### src/hw/rtl/wah_pkg.sv
// shared types, codes and reset values for the wall avoidance heading controller
`timescale 1ns / 1ps
`default_nettype none

package wah_pkg;

    localparam int FACE_COUNT = 4;
    localparam int ANGLE_BITS_DEF = 16;

    localparam logic [31:0] WALL_TAG = 32'h7761_6C6C;
    localparam logic [7:0]  MIN_TAG_LEN = 8'd4;
    localparam logic [15:0] LFSR_SEED = 16'hACE1;

    localparam logic [31:0] RST_WALL_MEMORY = 32'd300;
    localparam logic [31:0] RST_MAX_TURN = 32'd800;
    localparam logic [14:0] RST_ANGLE_TOL = 15'd1820;
    localparam logic [15:0] RST_FIXED_DELTA = 16'd16384;
    localparam logic [31:0] RST_COMMIT = 32'd700;

    typedef enum logic [1:0] {
        MODE_FORWARD = 2'd0,
        MODE_LEFT    = 2'd1,
        MODE_RIGHT   = 2'd2,
        MODE_COMMIT  = 2'd3
    } t_mode;

    typedef enum logic {
        OP_UPDATE  = 1'b0,
        OP_MESSAGE = 1'b1
    } t_op;

    typedef enum logic [1:0] {
        TGT_FIXED    = 2'd0,
        TGT_OPPOSITE = 2'd1,
        TGT_ORTHO    = 2'd2,
        TGT_SPARE    = 2'd3
    } t_tmode;

    typedef enum logic [1:0] {
        POL_CW     = 2'd0,
        POL_CCW    = 2'd1,
        POL_RANDOM = 2'd2,
        POL_MIN    = 2'd3
    } t_policy;

    typedef enum logic [2:0] {
        REG_WALL_MEMORY = 3'd0,
        REG_MAX_TURN    = 3'd1,
        REG_ANGLE_TOL   = 3'd2,
        REG_TARGET_MODE = 3'd3,
        REG_FIXED_DELTA = 3'd4,
        REG_COMMIT      = 3'd5,
        REG_TURN_POLICY = 3'd6,
        REG_ENABLED     = 3'd7
    } t_reg_idx;

    typedef struct packed {
        logic [31:0]        wall_hold_ms;
        logic [31:0]        turn_limit_ms;
        logic [14:0]        angle_tolerance;
        t_tmode             aim_mode;
        logic signed [15:0] fixed_delta;
        logic [31:0]        commit_hold_ms;
        t_policy            turn_policy;
        logic               enabled;
    } t_cfg;

    typedef struct packed {
        t_op                operation;
        logic [31:0]        now_ms;
        logic signed [15:0] heading;
        logic [31:0]        payload_head;
        logic [7:0]         pay_len;
        logic [2:0]         receiver_face;
    } t_item;

endpackage

`default_nettype wire

### src/hw/rtl/wall_avoid_heading_fsm_unit.sv
// top level of the wall avoidance heading controller
//
//   channel   direction  payload
//   s_axis    in         tuser operation, tdata now/heading/payload/length/face
//   m_axis    out        tdata action/driving/accepted/active faces
//   cfg       in         register index and write data
//
// one beat is decided per cycle unless the output stalls: an input register feeds the face compares
// and the state machine, whose result lands in the output register
// the input stalls only when both registers hold beats and m_axis_tready is low
// reset is synchronous; it clears the faces, mode and target, loads the lfsr seed and reloads the config registers
`timescale 1ns / 1ps
`default_nettype none

module wall_avoid_heading_fsm_unit #(
    parameter int ANGLE_BITS = wah_pkg::ANGLE_BITS_DEF
) (
    input  wire logic        i_clk,
    input  wire logic        i_rst_n,
    input  wire logic        s_axis_tvalid,
    output logic             s_axis_tready,
    // now_ms, heading, payload_head, pay_len, receiver_face, zero pad
    input  wire logic [95:0] s_axis_tdata,
    // operation
    input  wire logic        s_axis_tuser,
    output logic             m_axis_tvalid,
    input  wire logic        m_axis_tready,
    // action, driving, message_accepted, active_faces
    output logic [7:0]       m_axis_tdata,
    input  wire logic        i_cfg_valid,
    output logic             o_cfg_ready,
    input  wire logic [2:0]  i_cfg_index,
    input  wire logic [31:0] i_cfg_data
);
    import wah_pkg::*;

    t_cfg                  cfg;
    t_item                 r_in;
    logic                  r_in_valid;
    logic                  r_out_valid;
    logic [7:0]            r_out_data;
    logic                  adv;
    logic                  accepted;
    logic [FACE_COUNT-1:0] mask_now, mask_after, mask_dec;
    t_mode                 mode;
    logic                  driving;

    assign adv = r_in_valid && (!r_out_valid || m_axis_tready);
    assign s_axis_tready = !r_in_valid || adv;
    assign o_cfg_ready = 1'b1;

    wah_cfg_regs u_cfg (
        .i_clk       (i_clk),
        .i_rst_n     (i_rst_n),
        .i_cfg_valid (i_cfg_valid),
        .i_cfg_index (i_cfg_index),
        .i_cfg_data  (i_cfg_data),
        .o_cfg       (cfg)
    );

    wah_faces u_faces (
        .i_clk            (i_clk),
        .i_rst_n          (i_rst_n),
        .i_fire           (adv),
        .i_item           (r_in),
        .i_wall_hold_ms   (cfg.wall_hold_ms),
        .o_accepted       (accepted),
        .o_mask_now       (mask_now),
        .o_mask_after     (mask_after)
    );

    assign mask_dec = mask_now;

    wah_decide #(
        .ANGLE_BITS (ANGLE_BITS)
    ) u_decide (
        .i_clk     (i_clk),
        .i_rst_n   (i_rst_n),
        .i_fire    (adv),
        .i_item    (r_in),
        .i_cfg     (cfg),
        .i_mask    (mask_dec),
        .o_mode    (mode),
        .o_driving (driving)
    );

    always_ff @(posedge i_clk) begin
        if (!i_rst_n) begin
            r_in_valid <= 1'b0;
        end else if (s_axis_tready) begin
            r_in_valid <= s_axis_tvalid;
        end
    end

    always_ff @(posedge i_clk) begin
        if (s_axis_tvalid && s_axis_tready) begin
            r_in.operation      <= t_op'(s_axis_tuser);
            r_in.now_ms         <= s_axis_tdata[31:0];
            r_in.heading        <= s_axis_tdata[47:32];
            r_in.payload_head   <= s_axis_tdata[79:48];
            r_in.pay_len        <= s_axis_tdata[87:80];
            r_in.receiver_face  <= s_axis_tdata[90:88];
        end
    end

    always_ff @(posedge i_clk) begin
        if (!i_rst_n) begin
            r_out_valid <= 1'b0;
        end else if (adv) begin
            r_out_valid <= 1'b1;
        end else if (m_axis_tready) begin
            r_out_valid <= 1'b0;
        end
    end

    always_ff @(posedge i_clk) begin
        if (adv) begin
            r_out_data <= {mask_after, accepted, driving, mode};
        end
    end

    assign m_axis_tvalid = r_out_valid;
    assign m_axis_tdata = r_out_data;

endmodule

`default_nettype wire

### src/hw/rtl/wah_cfg_regs.sv
// configuration register file
`timescale 1ns / 1ps
`default_nettype none

module wah_cfg_regs (
    input  wire logic            i_clk,
    input  wire logic            i_rst_n,
    input  wire logic            i_cfg_valid,
    input  wire logic [2:0]      i_cfg_index,
    input  wire logic [31:0]     i_cfg_data,
    output wah_pkg::t_cfg        o_cfg
);
    import wah_pkg::*;

    t_cfg r_cfg;

    always_ff @(posedge i_clk) begin
        if (!i_rst_n) begin
            r_cfg.wall_hold_ms      <= RST_WALL_MEMORY;
            r_cfg.turn_limit_ms     <= RST_MAX_TURN;
            r_cfg.angle_tolerance   <= RST_ANGLE_TOL;
            r_cfg.aim_mode          <= TGT_ORTHO;
            r_cfg.fixed_delta       <= RST_FIXED_DELTA;
            r_cfg.commit_hold_ms    <= RST_COMMIT;
            r_cfg.turn_policy       <= POL_CW;
            r_cfg.enabled           <= 1'b1;
        end else if (i_cfg_valid) begin
            unique case (t_reg_idx'(i_cfg_index))
                REG_WALL_MEMORY: r_cfg.wall_hold_ms      <= i_cfg_data;
                REG_MAX_TURN:    r_cfg.turn_limit_ms     <= i_cfg_data;
                REG_ANGLE_TOL:   r_cfg.angle_tolerance   <= i_cfg_data[14:0];
                REG_TARGET_MODE: r_cfg.aim_mode          <= t_tmode'(i_cfg_data[1:0]);
                REG_FIXED_DELTA: r_cfg.fixed_delta       <= i_cfg_data[15:0];
                REG_COMMIT:      r_cfg.commit_hold_ms    <= i_cfg_data;
                REG_TURN_POLICY: r_cfg.turn_policy       <= t_policy'(i_cfg_data[1:0]);
                REG_ENABLED:     r_cfg.enabled           <= i_cfg_data[0];
                default:         r_cfg.enabled           <= r_cfg.enabled;
            endcase
        end
    end

    assign o_cfg = r_cfg;

endmodule

`default_nettype wire

### src/hw/rtl/wah_faces.sv
// face timestamps, wall tag check and active face masks
`timescale 1ns / 1ps
`default_nettype none

module wah_faces (
    input  wire logic                          i_clk,
    input  wire logic                          i_rst_n,
    input  wire logic                          i_fire,
    input  wire wah_pkg::t_item                i_item,
    input  wire logic [31:0]                   i_wall_hold_ms,
    output logic                               o_accepted,
    output logic [wah_pkg::FACE_COUNT-1:0]     o_mask_now,
    output logic [wah_pkg::FACE_COUNT-1:0]     o_mask_after
);
    import wah_pkg::*;

    logic [31:0] r_seen [FACE_COUNT];
    logic        wr_face;
    logic [1:0]  face_sel;
    logic [31:0] age [FACE_COUNT];

    assign o_accepted = (i_item.operation == OP_MESSAGE)
                      && (i_item.pay_len >= MIN_TAG_LEN)
                      && (i_item.payload_head == WALL_TAG);
    assign face_sel = i_item.receiver_face[1:0];
    assign wr_face = o_accepted && !i_item.receiver_face[2];

    always_comb begin
        for (int f = 0; f < FACE_COUNT; f++) begin
            age[f] = i_item.now_ms - r_seen[f];
            o_mask_now[f] = (r_seen[f] != 32'd0) && (age[f] <= i_wall_hold_ms);
        end
        o_mask_after = o_mask_now;
        if (wr_face) begin
            o_mask_after[face_sel] = (i_item.now_ms != 32'd0);
        end
    end

    always_ff @(posedge i_clk) begin
        if (!i_rst_n) begin
            for (int f = 0; f < FACE_COUNT; f++) begin
                r_seen[f] <= 32'd0;
            end
        end else if (i_fire && wr_face) begin
            r_seen[face_sel] <= i_item.now_ms;
        end
    end

endmodule

`default_nettype wire

### src/hw/rtl/wah_decide.sv
// action state machine with turn target, deadline and random side pick
`timescale 1ns / 1ps
`default_nettype none

module wah_decide #(
    parameter int ANGLE_BITS = wah_pkg::ANGLE_BITS_DEF
) (
    input  wire logic                          i_clk,
    input  wire logic                          i_rst_n,
    input  wire logic                          i_fire,
    input  wire wah_pkg::t_item                i_item,
    input  wire wah_pkg::t_cfg                 i_cfg,
    input  wire logic [wah_pkg::FACE_COUNT-1:0] i_mask,
    output wah_pkg::t_mode                     o_mode,
    output logic                               o_driving
);
    import wah_pkg::*;

    localparam logic [ANGLE_BITS-1:0] HALF_TURN = {1'b1, {(ANGLE_BITS-1){1'b0}}};
    localparam logic [ANGLE_BITS-1:0] QUARTER_TURN = {2'b01, {(ANGLE_BITS-2){1'b0}}};

    t_mode                 r_mode, n_mode;
    logic                  r_tgt_valid, n_tgt_valid;
    logic [ANGLE_BITS-1:0] r_target, n_target;
    logic [31:0]           r_deadline, n_deadline;
    logic                  r_last_left, n_last_left;
    logic [15:0]           r_lfsr, n_lfsr;

    logic [31:0]           heading_ext, delta_ext;
    logic [ANGLE_BITS-1:0] h_ang, delta_ang, tgt_new, tgt, diff, mag;
    logic [31:0]           dl, mag_ext, tol_ext;
    logic                  front, right_on, left_on, surrounded, go_right, lfsr_fb;

    assign heading_ext = {{16{i_item.heading[15]}}, i_item.heading};
    assign delta_ext = {{16{i_cfg.fixed_delta[15]}}, i_cfg.fixed_delta};
    assign h_ang = heading_ext[ANGLE_BITS-1:0];
    assign delta_ang = delta_ext[ANGLE_BITS-1:0];

    always_comb begin
        case (i_cfg.aim_mode)
            TGT_OPPOSITE: tgt_new = h_ang + HALF_TURN;
            TGT_ORTHO:    tgt_new = (i_cfg.turn_policy == POL_CCW) ? h_ang - QUARTER_TURN
                                                                  : h_ang + QUARTER_TURN;
            default:      tgt_new = h_ang + delta_ang;
        endcase
    end

    assign tgt = r_tgt_valid ? r_target : tgt_new;
    assign dl = r_tgt_valid ? r_deadline : i_item.now_ms + i_cfg.turn_limit_ms;
    assign diff = tgt - h_ang;
    assign mag = (diff > HALF_TURN) ? (~diff + 1'b1) : diff;
    assign mag_ext = {{(32-ANGLE_BITS){1'b0}}, mag};
    assign tol_ext = {17'd0, i_cfg.angle_tolerance};

    assign front = i_mask[0];
    assign right_on = i_mask[1];
    assign left_on = i_mask[3];
    assign surrounded = ($countones(i_mask) >= 3);
    assign lfsr_fb = r_lfsr[0] ^ r_lfsr[2] ^ r_lfsr[3] ^ r_lfsr[5];

    always_comb begin
        case (i_cfg.turn_policy)
            POL_CW:     go_right = 1'b1;
            POL_CCW:    go_right = 1'b0;
            POL_RANDOM: go_right = r_lfsr[1];
            default: begin
                if (right_on && !left_on) begin
                    go_right = 1'b0;
                end else if (left_on && !right_on) begin
                    go_right = 1'b1;
                end else begin
                    go_right = r_last_left;
                end
            end
        endcase
    end

    // next state
    always_comb begin
        n_mode = r_mode;
        n_tgt_valid = r_tgt_valid;
        n_target = r_target;
        n_deadline = r_deadline;
        n_last_left = r_last_left;
        n_lfsr = r_lfsr;
        if (i_item.operation == OP_UPDATE && i_cfg.enabled) begin
            unique case (r_mode) inside
                MODE_LEFT, MODE_RIGHT: begin
                    if ((mag_ext <= tol_ext) || (i_item.now_ms >= dl)) begin
                        n_mode = MODE_COMMIT;
                        n_deadline = i_item.now_ms + i_cfg.commit_hold_ms;
                        n_tgt_valid = 1'b0;
                    end else begin
                        n_target = tgt;
                        n_deadline = dl;
                        n_tgt_valid = 1'b1;
                    end
                end
                MODE_COMMIT: begin
                    if ((i_mask == '0) && (i_item.now_ms >= r_deadline)) begin
                        n_mode = MODE_FORWARD;
                    end
                end
                MODE_FORWARD: begin
                    if (surrounded || front) begin
                        n_mode = go_right ? MODE_RIGHT : MODE_LEFT;
                        n_last_left = !go_right;
                        n_tgt_valid = 1'b0;
                        if (i_cfg.turn_policy == POL_RANDOM) begin
                            n_lfsr = {lfsr_fb, r_lfsr[15:1]};
                        end
                    end else if (left_on && !right_on) begin
                        n_mode = MODE_RIGHT;
                        n_last_left = 1'b0;
                        n_tgt_valid = 1'b0;
                    end else if (right_on && !left_on) begin
                        n_mode = MODE_LEFT;
                        n_last_left = 1'b1;
                        n_tgt_valid = 1'b0;
                    end
                end
                default: n_mode = r_mode;
            endcase
        end
    end

    // outputs
    always_comb begin
        o_mode = n_mode;
        o_driving = (i_item.operation == OP_UPDATE) && i_cfg.enabled
                  && (n_mode != MODE_FORWARD);
    end

    always_ff @(posedge i_clk) begin
        if (!i_rst_n) begin
            r_mode <= MODE_FORWARD;
            r_tgt_valid <= 1'b0;
            r_target <= '0;
            r_deadline <= 32'd0;
            r_last_left <= 1'b0;
            r_lfsr <= LFSR_SEED;
        end else if (i_fire) begin
            r_mode <= n_mode;
            r_tgt_valid <= n_tgt_valid;
            r_target <= n_target;
            r_deadline <= n_deadline;
            r_last_left <= n_last_left;
            r_lfsr <= n_lfsr;
        end
    end

endmodule

`default_nettype wire
### config.mk
export PLATFORM = sky130hd
export DESIGN_NAME = wall_avoid_heading_fsm_unit
export DESIGN_NICKNAME = d
export VERILOG_FILES = /design/src/hw/rtl/wah_pkg.sv /design/src/hw/rtl/wall_avoid_heading_fsm_unit.sv /design/src/hw/rtl/wah_cfg_regs.sv /design/src/hw/rtl/wah_faces.sv /design/src/hw/rtl/wah_decide.sv
export SDC_FILE = /design/constraint.sdc
export NUM_CORES = 2
export LEC_CHECK = 0
export ABC_CLOCK_PERIOD_IN_PS = 10000
export BUFFER_PORTS_ARGS = -buffer_cell sky130_fd_sc_hd__buf_2
export CORE_MARGIN = 4
export CORE_UTILIZATION = 49
export CTS_CLUSTER_SIZE = 28
export DETAILED_ROUTE_END_ITERATION = 10
export GPL_ROUTABILITY_DRIVEN = 1
export HOLD_SLACK_MARGIN = 0.05
export PLACE_DENSITY = 0.66
export RECOVER_POWER = 100
export SKIP_CTS_REPAIR_TIMING = 1
export SLEW_MARGIN = 20
export SYNTH_ARGS = -nofsm -noshare
export SYNTH_HDL_FRONTEND = slang
export SYNTH_SLANG_ARGS = --single-unit
### constraint.sdc
create_clock -name i_clk -period 10 [get_ports i_clk]
set_input_delay 0.5 -clock i_clk [delete_from_list [all_inputs] [get_ports i_clk]]
set_output_delay 0.5 -clock i_clk [all_outputs]
set_load 0.005 [all_outputs]
Word level (Yosys, flattened, before mapping). Memories as Yosys holds them, arrays and structs flattened. Cells that the tools add are included.

Register bits after elaboration: 302. Memory bits (writable): 128. Input port bits: 137. Output and inout port bits: 11. Logic and storage cells: 165. Memories: 1.

Add/sub/neg operators: 15. $lt $le $gt $ge: 12. Equality and inequality tests: 16. Muxes and demuxes: 38. Bitwise operators: 6. Reduce and logical (&&, ||, !) cells: 54.

Memories: u_faces.r_seen (depth 4, width 32, rd ports 4, clocked after memory_dff 0, wr ports 4, RTL line wah_faces.sv:17) `logic [31:0] r_seen [FACE_COUNT];`.

Operator list (count): nonzero test 32 bit (5); <= comparator 32 bit (4); subtractor 32 bit (4); adder 32 bit (3); 2-to-1 mux 32 bit (3); >= comparator 32 bit (2); 2-to-1 mux 16 bit (3); equality test 32 x 31 -> 1 bit, second input constant (1); >= comparator 32 x 3 -> 1 bit, second input constant (1); one-hot mux 16 bit (2 select lines) (1); OR reduction 32 bit (1); 2-to-1 mux 1 bit (17); adder 16 x 1 -> 16 bit, second input constant (1); adder 16 x 15 -> 16 bit, second input constant (1); adder 16 bit (1); adder 16 bit, second input constant (1); > comparator 16 bit, second input constant (1); <= comparator 16 x 15 -> 1 bit (1); logical AND 1 bit (16); 2-to-1 mux 2 bit (8); NOT 16 bit (1); AND reduction 2 bit (8); subtractor 16 x 15 -> 16 bit, second input constant (1); subtractor 16 bit (1); other kinds (29) (55).

Longest topological paths before layout.
Depth in word-level cells: 15. Gate-level depth with buffers: 37. Depth with buffers taken out: 35.

Modules after synthesis. From an unflattened synthesis, not the netlist that was laid out.

Cells, all modules: 3703. Area total of the unflattened synthesis: 33733.6 µm².

By module, submodules not included: wah_faces (times used 1, cells an instance 1697, area an instance 15031.9 µm², seq. area each 3843.7 µm²); wah_decide (times used 1, cells an instance 1409, area an instance 10546.4 µm², seq. area each 1361.3 µm²); wah_cfg_regs (times used 1, cells an instance 486, area an instance 5037.3 µm², seq. area each 2642.5 µm²); wall_avoid_heading_fsm_unit (times used 1, cells an instance 111, area an instance 3118.0 µm², seq. area each 3042.9 µm²).

Worst setup path before layout. Ideal clock, no wire load.

Path kind: reg2reg. Start point: register r_in[60] (netlist name). End point: register u_decide.r_lfsr[0]. Library setup time: 0.129 ns. Arrival: 6.945 ns. Required time: 9.871 ns. Setup slack: 2.926 ns. Cell stages (with the launch flop): 34. Buffers on the path: 2. Period minus slack after synthesis: 7.074 ns. Cells stage by stage: edfxtp_1 -> ha_1 -> nor2b_1 -> o31a_1 -> o21ai_0 -> a211oi_1 -> o21a_1 -> o41ai_1 -> nor2_1 -> a21oi_1 -> nor2_1 -> a211oi_1 -> ha_1 -> a21o_1 -> a21o_1 -> a21o_1 -> a21o_1 -> a21o_1 -> a21oi_1 -> nor2b_1 -> o21ai_0 -> nand4_1 -> ha_1 -> ha_1 -> inv_1 -> fa_1 -> nand2b_1 -> o311ai_0 -> a21oi_1 -> nor4b_1 -> buf_2 -> buf_2 -> mux2i_1 -> nand2_1.

Cells in the longest elaborated chain, start to end: 8. Elaborated cells between the ends (all ways): 18. Those cells by class: add/sub: 7; order compare: 5; reduce/logical: 6.

Ends and longest elaborated chain: from (decl) (RTL line wall_avoid_heading_fsm_unit.sv:38) `t_item r_in;`; subtractor 32 bit (RTL line wah_faces.sv:30) `age[f] = i_item.now_ms - r_seen[f];`; <= comparator 32 bit (RTL line wah_faces.sv:31) `o_mask_now[f] = (r_seen[f] != 32'd0) && (age[f] <= i_wall_hold_ms);`; logical AND 1 bit (RTL line wah_faces.sv:31); adder 1 x 1 -> 2 bit (implied by the code) (RTL line wah_decide.sv:58) `assign surrounded = ($countones(i_mask) >= 3);`; adder 32 bit (implied by the code) (RTL line wah_decide.sv:58); >= comparator 32 x 3 -> 1 bit (RTL line wah_decide.sv:58); logical OR 1 bit * (RTL line wah_decide.sv:105) `if (surrounded || front) begin`; AND reduction 5 bit (no source line) *; to (signal assigned) (RTL line wah_decide.sv:148) `r_lfsr <= n_lfsr;`; to (decl) (RTL line wah_decide.sv:27) `logic [15:0] r_lfsr, n_lfsr;`.

Mark *: on every way between the ends. The rest lies on a longest branch, timed or not. A chain may end at the register's enable or synchronous reset.

Final worst setup path.
Start point: register r_in[43] (netlist name). End point: register u_decide.r_target[2].

Cells in the longest elaborated chain, start to end: 12. Elaborated cells between the ends (all ways): 16. Those cells by class: add/sub: 6; order compare: 2; mux: 4; bitwise: 2; reduce/logical: 2.

Ends and longest elaborated chain: adder 16 x 15 -> 16 bit / subtractor 16 x 15 -> 16 bit (equally long branches) (RTL line wah_decide.sv:43, wah_decide.sv:42); 2-to-1 mux 16 bit (RTL line wah_decide.sv:42) `TGT_ORTHO: tgt_new = (i_cfg.turn_policy == POL_CCW) ? h_ang - QUARTER_TURN`; one-hot mux 16 bit (2 select lines) * (RTL line wah_decide.sv:40) `case (i_cfg.aim_mode)`; 2-to-1 mux 16 bit * (RTL line wah_decide.sv:48) `assign tgt = r_tgt_valid ? r_target : tgt_new;`; net u_decide.tgt[12] (RTL line wah_decide.sv:30) `logic [ANGLE_BITS-1:0] h_ang, delta_ang, tgt_new, tgt, diff, mag;`; subtractor 16 bit * (RTL line wah_decide.sv:50) `assign diff = tgt - h_ang;`; NOT 16 bit (RTL line wah_decide.sv:51) `assign mag = (diff > HALF_TURN) ? (~diff + 1'b1) : diff;`; adder 16 x 1 -> 16 bit (RTL line wah_decide.sv:51); 2-to-1 mux 16 bit * (RTL line wah_decide.sv:51); <= comparator 16 x 15 -> 1 bit * (RTL line wah_decide.sv:89) `if ((mag_ext <= tol_ext) || (i_item.now_ms >= dl)) begin`; logical OR 1 bit * (RTL line wah_decide.sv:89); NOT 1 bit (no source line) *; AND reduction 4 bit (no source line) *; to (signal assigned) (RTL line wah_decide.sv:145) `r_target <= n_target;`; to (decl) (RTL line wah_decide.sv:24) `logic [ANGLE_BITS-1:0] r_target, n_target;`.

The timed path passes the listed nets; every way through them passes the cells marked *.

==> reports/metrics.yaml <==
synth_flop_cell: "edfxtp_1"
synth_edf_count: 226
grt_pass1_wl_um: 145900
clock_sinks: 428
synth.yosys.seq_area_share: 0.3307
fmax_mhz: 114.3
min_path_type: "input pin to register"
cts-buffers-inserted: 50
cts_root_buf: "clkbuf_16"
cap_violations: 13
fp.dieW_um: 266.5
routed_wl_um: 95460
synth_largest_area_cell: "edfxtp_1"
drt_iter0_drc: 2252
synth_top_area_share: 0.2072
synthToLayoutAreaGrowth_pct: 12.78
viasPerCell: 5.781
path_clk_slew_ps: 60
synth_area_leaders: "edfxtp_1, ha_1, dfxtp_1"
place_congestion: 0.9257
timing.rr.start: "r_in[43]"
ys_warn_count: 0
powerDensity_nw_per_um2: 150.9
layout-drive-gt1-share: 0.08155
ff2ff_path_depth: 31
drc_errors: 0
core_area_um2: 65980
wire_per_inst_um: 19.78
worst-slew-pin-transition_ps: 3958
setup_violations: 0
final_cells: 4826
worst-setup-path-type: "register to register"
fin_nets: 4500
slowest_delay_ps: 1050
max-clock-path-buffers: 3
synth_fp_nets: 4281
htreeDepth: 2
timing.rr.end: "u_decide.r_target[2]"
worst_path_max_delay_cell: "nor3_1"
synthTopCellsByCount: "ha_1, nand2_1, a21oi_1"
grtUsageTotal: 0.2592
synthCells: 3700
status: "finished with violations"
arrival_ps: 9180
num_rows: 94
synth.distinct_cells: 98
timing.slew.headroom: -1.639
required_ps: 10430
route.vias.total: 27900
endpoint_kind: "register"
drt_pass1_iterations: 6
dieHeight_um: 266.5
final.setup.tns_ps: 0
synth_area_um2: 32750
ant_nets: 0
min_period_ps: 8746
irDropWorstVdd_mv: 0.1399
die_area_um2: 71030
startpoint: "r_in[43]"
syn_area_per_cell_um2: 8.851
worstSkewPairLatency_ps: 620
first_global_vias: 26280
dp_hpwl_um: 71550
start_kind: "register"
async_reset_ff_frac: 0
initial_utilization: 0.4963
drv_slew: 515
fin_crit_sh: 0.8746
io_pins: 148
rrSetupSlack_ps: 1250
p_leak_nw: 15.43
rsz0062_at_grt: "no"
antenna_found_initial: 2
dp.cells: 4665
port_buffers: 139
overflow: 0
final-hold-violation-count: 0
grt_start_max_net_pins: 67
violations: "capacitance limit, slew limit"
timing.hold.ws_ps: 56.58
cp_max_fo: 12
finClkSkew_ps: 27.05
yosysMostFrequentCell: "ha_1"
cts_tree: "done"
endpoint: "u_decide.r_target[2]"
synth_seq_cells: 428
flip-flops by register name, indices dropped and copies added, names as in the netlist:
register,cells
u_decide.r_mode,2
u_cfg.o_cfg,132
u_faces.r_seen,128
m_axis_tvalid,1
m_axis_tdata,8
r_in,90
u_decide.r_deadline,32
u_decide.r_last_left,1
u_decide.r_lfsr,16
u_decide.r_tgt_valid,1
r_in_valid,1
u_decide.r_target,16
layer usage:
| layer | routed length, um | vias to the layer above | track usage |
|---|---|---|---|
| li1 | - | 13830 | - |
| met1 | 42920 | 13150 | 0.3574 |
| met2 | 44070 | 772 | 0.4337 |
| met3 | 5526 | 149 | 0.02922 |
| met4 | 2948 | 0 | 0.07282 |
| met5 | 0 | - | 0 |
cell type report:
type / count / area (um2)
tap: 864 / 1081
clock inverter: 19 / 265.3
fill: 5973 / 29050
timing repair buffer: 263 / 1727
multi-input combinational: 2874 / 20370
antenna: 1 / 2.502
sequential: 428 / 10830
inverter: 302 / 1135
clock buffer: 75 / 1520
cells by family after synthesis:
logic type,count (synthesis),synth area share
buf+inv,398,0.04711
other cells,1,0.0001145
fa+ha+maj,444,0.1717
mux,77,0.02445
flops,428,0.3307
compound gates,975,0.1922
xor+xnor,198,0.05341
simple gates,1179,0.1803
worst min path at each step:
| stage | from | to | slack, ps | cells past startpoint |
|---|---|---|---|---|
| final | s_axis_tdata[15] | r_in[74] | 60 | 1 |
| after floorplan | u_cfg.o_cfg[101] | u_cfg.o_cfg[101] | 440 | 2 |
| after detailed placement | u_cfg.o_cfg[67] | u_cfg.o_cfg[67] | 450 | 2 |
| after CTS | s_axis_tdata[36] | r_in[47] | 20 | 1 |
| after global routing | s_axis_tdata[57] | r_in[20] | 40 | 1 |
| after global placement | u_cfg.o_cfg[112] | u_cfg.o_cfg[112] | 440 | 2 |
worst max-delay path: cells and delay by family, from the launching register on:
kind / cells / cell delay, ps
buffers and inverters: 2 / 530
AND/OR/NAND/NOR: 5 / 1500
AO/OA/AOI/OAI: 18 / 4330
multiplexers: 1 / 210
adder cells (fa/ha/maj): 4 / 1450
XOR/XNOR: 1 / 120
flip-flops: 1 / 420
cell usage in the layout, fill, tap and decap left out, types with 15 or more instances in the layout:
| master | netlist | final |
|---|---|---|
| edfxtp_1 | 226 | 226 |
| or2_2 | 16 | 15 |
| a31oi_1 | 24 | 24 |
| clkbuf_1 | 86 | 40 |
| nor2b_1 | 51 | 51 |
| a221oi_1 | 20 | 20 |
| xor2_1 | 59 | 59 |
| and3_1 | 30 | 30 |
| nor4_1 | 59 | 60 |
| clkbuf_16 | 0 | 54 |
| o21ai_0 | 145 | 142 |
| o31ai_1 | 16 | 15 |
| dfxtp_1 | 202 | 201 |
| buf_2 | 3 | 125 |
| ha_1 | 435 | 435 |
| mux2i_1 | 65 | 65 |
| inv_1 | 301 | 300 |
| o21a_1 | 58 | 58 |
| a211oi_1 | 17 | 17 |
| o211ai_1 | 36 | 36 |
| nand2b_1 | 42 | 42 |
| xnor2_1 | 137 | 137 |
| a21o_1 | 151 | 151 |
| buf_4 | 2 | 44 |
| and2_1 | 141 | 75 |
| nand2_1 | 396 | 396 |
| nand4_1 | 65 | 65 |
| nand3_1 | 66 | 66 |
| nor2_1 | 187 | 185 |
| nor3_1 | 59 | 58 |
| or3_1 | 21 | 21 |
| a21oi_1 | 358 | 358 |
| and2_0 | 0 | 66 |
| dlygate4sd3_1 | 0 | 65 |
through the flow:
| stage | power (mW) | worst slack (ps) | area [um2] | utilization |
|---|---|---|---|---|
| global route | 5.865 | 523.6 | 36930 | 0.5597 |
| detailed placement | 3.614 | 1617 | 34630 | 0.5249 |
| floorplan | 3.195 | 2926 | 32750 | - |
| finish | 5.573 | 1254 | 36930 | 0.5597 |
| CTS | 5.587 | 1581 | 36420 | 0.5520 |
| global placement | 3.594 | 1690 | 34630 | 0.5249 |
where the power goes:
group	leakage, nW	total [mW]	switching, mW	internal [mW]
Combinational	10.6	1.65	0.966	0.683
Clock	0.865	1.97	0.798	1.17
Sequential	3.92	1.96	0.0423	1.92
No activity file was read; power rests on OpenSTA's default activity.
